[config.mk]
export PLATFORM = sky130hd
export DESIGN_NAME = otpv_ram
export DESIGN_NICKNAME = d
export VERILOG_FILES = /design/src/hdl/assert_macros.svh /design/src/hdl/otpv_ram.sv
export SDC_FILE = /design/constraint.sdc
export NUM_CORES = 1
export LEC_CHECK = 0
export BUFFER_PORTS_ARGS = -buffer_cell sky130_fd_sc_hd__buf_2
export CORE_UTILIZATION = 49
export CTS_CLUSTER_DIAMETER = 50
export CTS_CLUSTER_SIZE = 14
export DETAILED_ROUTE_END_ITERATION = 6
export PLACE_DENSITY_LB_ADDON = 0.15
export SLEW_MARGIN = 0
export SYNTH_ARGS = -nofsm -noshare
export SYNTH_HDL_FRONTEND = slang
export SYNTH_SLANG_ARGS = --single-unit
[constraint.sdc]
create_clock -name clock -period 5.3 [get_ports clock]
set_input_delay 1.325 -clock clock [delete_from_list [all_inputs] [get_ports clock]]
set_output_delay 1.325 -clock clock [all_outputs]
set_load 0.03 [all_outputs]
[src/hdl/assert_macros.svh]
// Assertion macros included by otp_code_validator.
`ifndef ASSERT_MACROS_SVH
`define ASSERT_MACROS_SVH
`ifndef SYNTHESIS
`define ASSERT_IMPL(label, clk, rst, prop) \
   label: assert property (@(posedge clk) disable iff (rst) prop) \
      else $error("assertion failed");
`define ASSERT_NORST(label, clk, prop) \
   label: assert property (@(posedge clk) prop) else $error("assertion failed");
`else
`define ASSERT_IMPL(label, clk, rst, prop)
`define ASSERT_NORST(label, clk, prop)
`endif
`endif

[src/hdl/otpv_ram.sv]
// Generic single-port-write, one-read synchronous RAM with registered read.
module otpv_ram #(
   parameter int unsigned WIDTH = 32,
   parameter int unsigned DEPTH = 16
) (
   input  logic                     clock,
   input  logic                     wr_en,
   input  logic [$clog2(DEPTH)-1:0] wr_addr,
   input  logic [WIDTH-1:0]         wr_data,
   input  logic [$clog2(DEPTH)-1:0] rd_addr,
   output logic [WIDTH-1:0]         rd_data
);
   logic [WIDTH-1:0] mem [DEPTH];
   always_ff @(posedge clock) begin
      if (wr_en) begin
         mem[wr_addr] <= wr_data;
      end
      rd_data <= mem[rd_addr];
   end
endmodule
==> impl_metrics.csv <==
group,metric,value,unit
run_status,status,"complete, no violations",
route,maxUsedRoutingLayer,"met5",
logic_synthesis,yosysWarnings,0,
power,peakVddDrop,253.0,uV
layout,layout_commonest_cell,"edfxtp_1",
power,cellPowerDensity,384.1,mW/mm^2
route,via_per_inst,5.862,
hold_path,hold_end,"rd_data[3]$_DFF_P_",
hold_path,hp-start,"mem[12][3]$_DFFE_PP_",
grt,grt_first_pass_wirelength,60.64,mm
clocking,cts_hold_buf,0,
logic_synthesis,syn_inst,838,
clocking,cts_tree,"yes",
sta,final-max-slew-violation-count,0,
power,leakage,0.007190,uW
sta,worst_slack,2.453,ns
job,drv_cap,0,
placement,place_congestion,0.7036,
critical_path,cp.required,5.49,ns
sta,holdWs,0.6610,ns
route,route.detailed.drc,0,
clocking,clock-sinks,544,
sta,worst_slew_pin_slew,1.254,ns
critical_path,end_kind,"flop",
layout,nNetsFinal,986,
grt,grt_pass1_vias,9432,
clocking,cts-root-buf,"clkbuf_16",
logic_synthesis,seq_area_frac_synth,80.67,%
power,combPwrFrac,5.3,%
layout,mostFrequentLayoutCells,"edfxtp_1, mux4_2, buf_2",
die,core-area,0.03982,mm^2
die,initial_core_util,49.86,%
critical_path,start_kind,"input port",
logic_synthesis,syn_avg_cell_area,23.69,um^2
layout,synthToLayoutAreaGrowth,13.53,%
clocking,numCtsBuffers,49,
route,drtIter0Drc,561,
route,route.vias.total,8840,
sta,maxClockFrequency,351.2,MHz
sta,setup_viol,0,
clocking,cts_buffer_depth,3,
sta,rsz0062_at_grt,"false",
layout,layout-drive-gt1-share,31.64,%
layout,n_antenna_cell,0,
critical_path,reg2regPathDepth,3,
sta,timing.final.crit_period,2.847,ns
die,num_io_pins,74,
die,die_w,203.3,um
clocking,insertion_delay,0.59,ns
power,clock_power_share,38.8,%
grt,grt_start_max_net_pins,72,
grt,antenna_found_initial,3,
logic_synthesis,yosysTopAreaCellShare,77.44,%
clocking,cts_resized,0,
power,switching_share,21.10,%
route,dr_wl_met3,1.810,mm
critical_path,crit_fanout,32,
hold_path,hold_path.class,"reg -> reg",
power,seq_power_share,55.9,%
power,intPower,6832,uW
critical_path,r2r-end,"rd_data[20]$_DFF_P_",
logic_synthesis,synth.distinct_cells,18,
critical_path,reg2reg_from,"mem[11][20]$_DFFE_PP_",
sta,min_period_over_period,53.72,%
placement,dp_slack,1.811,ns
grt,grt_overflow,0,
route,antenna_left,0,
power,p_sw,1827,uW
sta,hold_viol_final,0,
logic_synthesis,syn-num-nets,880,
route,drt_wl_total,40.55,mm
clocking,post_cts_buffers,0,
sta,clock_skew,0.01295,ns
die,row_count,73,
critical_path,crit_arrival,3.04,ns
sta,timing.setup.tns,0,ns
logic_synthesis,synthTopCellsByArea,"edfxtp_1, mux4_2, dfxtp_1, a22oi_1, nand2_1",
critical_path,critPathKind,"in -> reg",
route,drt_pre_antenna_iters,5,
placement,port_buffers,73,
logic_synthesis,synth_area,0.01985,mm^2
hold_path,min_path_cells,3,
die,dieArea,0.04133,mm^2
sta,slew_headroom,16.17,%
clocking,path_clk_slew,0.07,ns
route,wl_met1,17.29,mm
grt,grt.total_usage,20.55,%
die,die_y,203.3,um
placement,dpl.hpwl,21.53,mm
logic_synthesis,synth_area_leader_cell,"edfxtp_1",
clocking,htree_num_levels,2,
critical_path,reg2reg_slack,3.97,ns
power,p_total,8659,uW
route,wl_per_cell,26.89,um
logic_synthesis,ys_seq_elements,544,
route,dr_wl_met2,20.61,mm
[cell families (layout without fill, tap and decap cells)]
family	after synthesis	in the layout	synth area share [%]
DFF	544	544	80.67
buffers and inverters	43	188	1.122
AOI/OAI and AO/OA	64	64	2.420
and+or+nand+nor	59	59	1.273
muxes	128	128	14.52
[layout make-up]
type | count | area (um^2)
clock inverters | 15 | 128.9
multi-input cells | 251 | 3750
well taps | 525 | 656.9
flip-flops and latches | 544 | 16020
repair buffers | 98 | 613.1
clock buffers | 75 | 1376
fillers | 2969 | 17280
[worst max-delay path by stage]
| stage | startpoint | to | slack (ns) | cells after the start |
|---|---|---|---|---|
| global route | rd_addr[0] | rd_data[28]$_DFF_P_ | 2.36 | 5 |
| finish | wr_addr[2] | mem[3][0]$_DFFE_PP_ | 2.45 | 3 |
| CTS | wr_addr[2] | mem[3][21]$_DFFE_PP_ | 2.43 | 3 |
| global placement | wr_en | mem[12][22]$_DFFE_PP_ | 1.70 | 4 |
| detailed placement | wr_addr[2] | mem[3][22]$_DFFE_PP_ | 1.81 | 3 |
| floorplan | wr_addr[2] | mem[0][0]$_DFFE_PP_ | 0.80 | 2 |
[worst max-delay path, stage by stage]
cell and delay, ns:
buf_2 0.11, or3b_2 0.59, nor2_4 0.98
[through the flow]
stage	std cells	util [%]	area (um^2)
after global routing	1508	56.60	22540
after detailed placement	1418	52.82	21040
after floorplan	838	-	19850
after CTS	1508	56.60	22540
final	1508	56.60	22540
after global placement	1417	52.78	21020
[cell usage after synthesis (all sizes together)]
| cell | count |
|---|---|
| a22oi | 64 |
| and2 | 1 |
| buf | 26 |
| clkbuf | 17 |
| dfxtp | 32 |
| edfxtp | 512 |
| mux4 | 128 |
| nand2 | 33 |
| nand2b | 2 |
| nand3 | 1 |
| nand3b | 2 |
| nor2 | 13 |
| nor2b | 2 |
| nor3 | 4 |
| or3b | 1 |
[per-layer routing]
layer | vias to the layer above | global-route usage [%]
met5 | - | 0
met4 | 6 | 6.176
li1 | 3782 | -
met3 | 58 | 3.132
met2 | 215 | 34.76
met1 | 4779 | 27.79
[state kept, by name, summed over array words and instances (netlist names)]
name and cells:
rd_data 32, mem 512
[power groups by stage]
stage | Clock, uW | Sequential, uW | Combinational, uW
finish | 3360 | 4840 | 462
global placement | 0 | 4930 | 467
detailed placement | 0 | 4930 | 472
CTS | 3440 | 4840 | 472
floorplan | 0 | 4980 | 231
global route | 3580 | 4840 | 499
(Power assumes the default switching activity.)
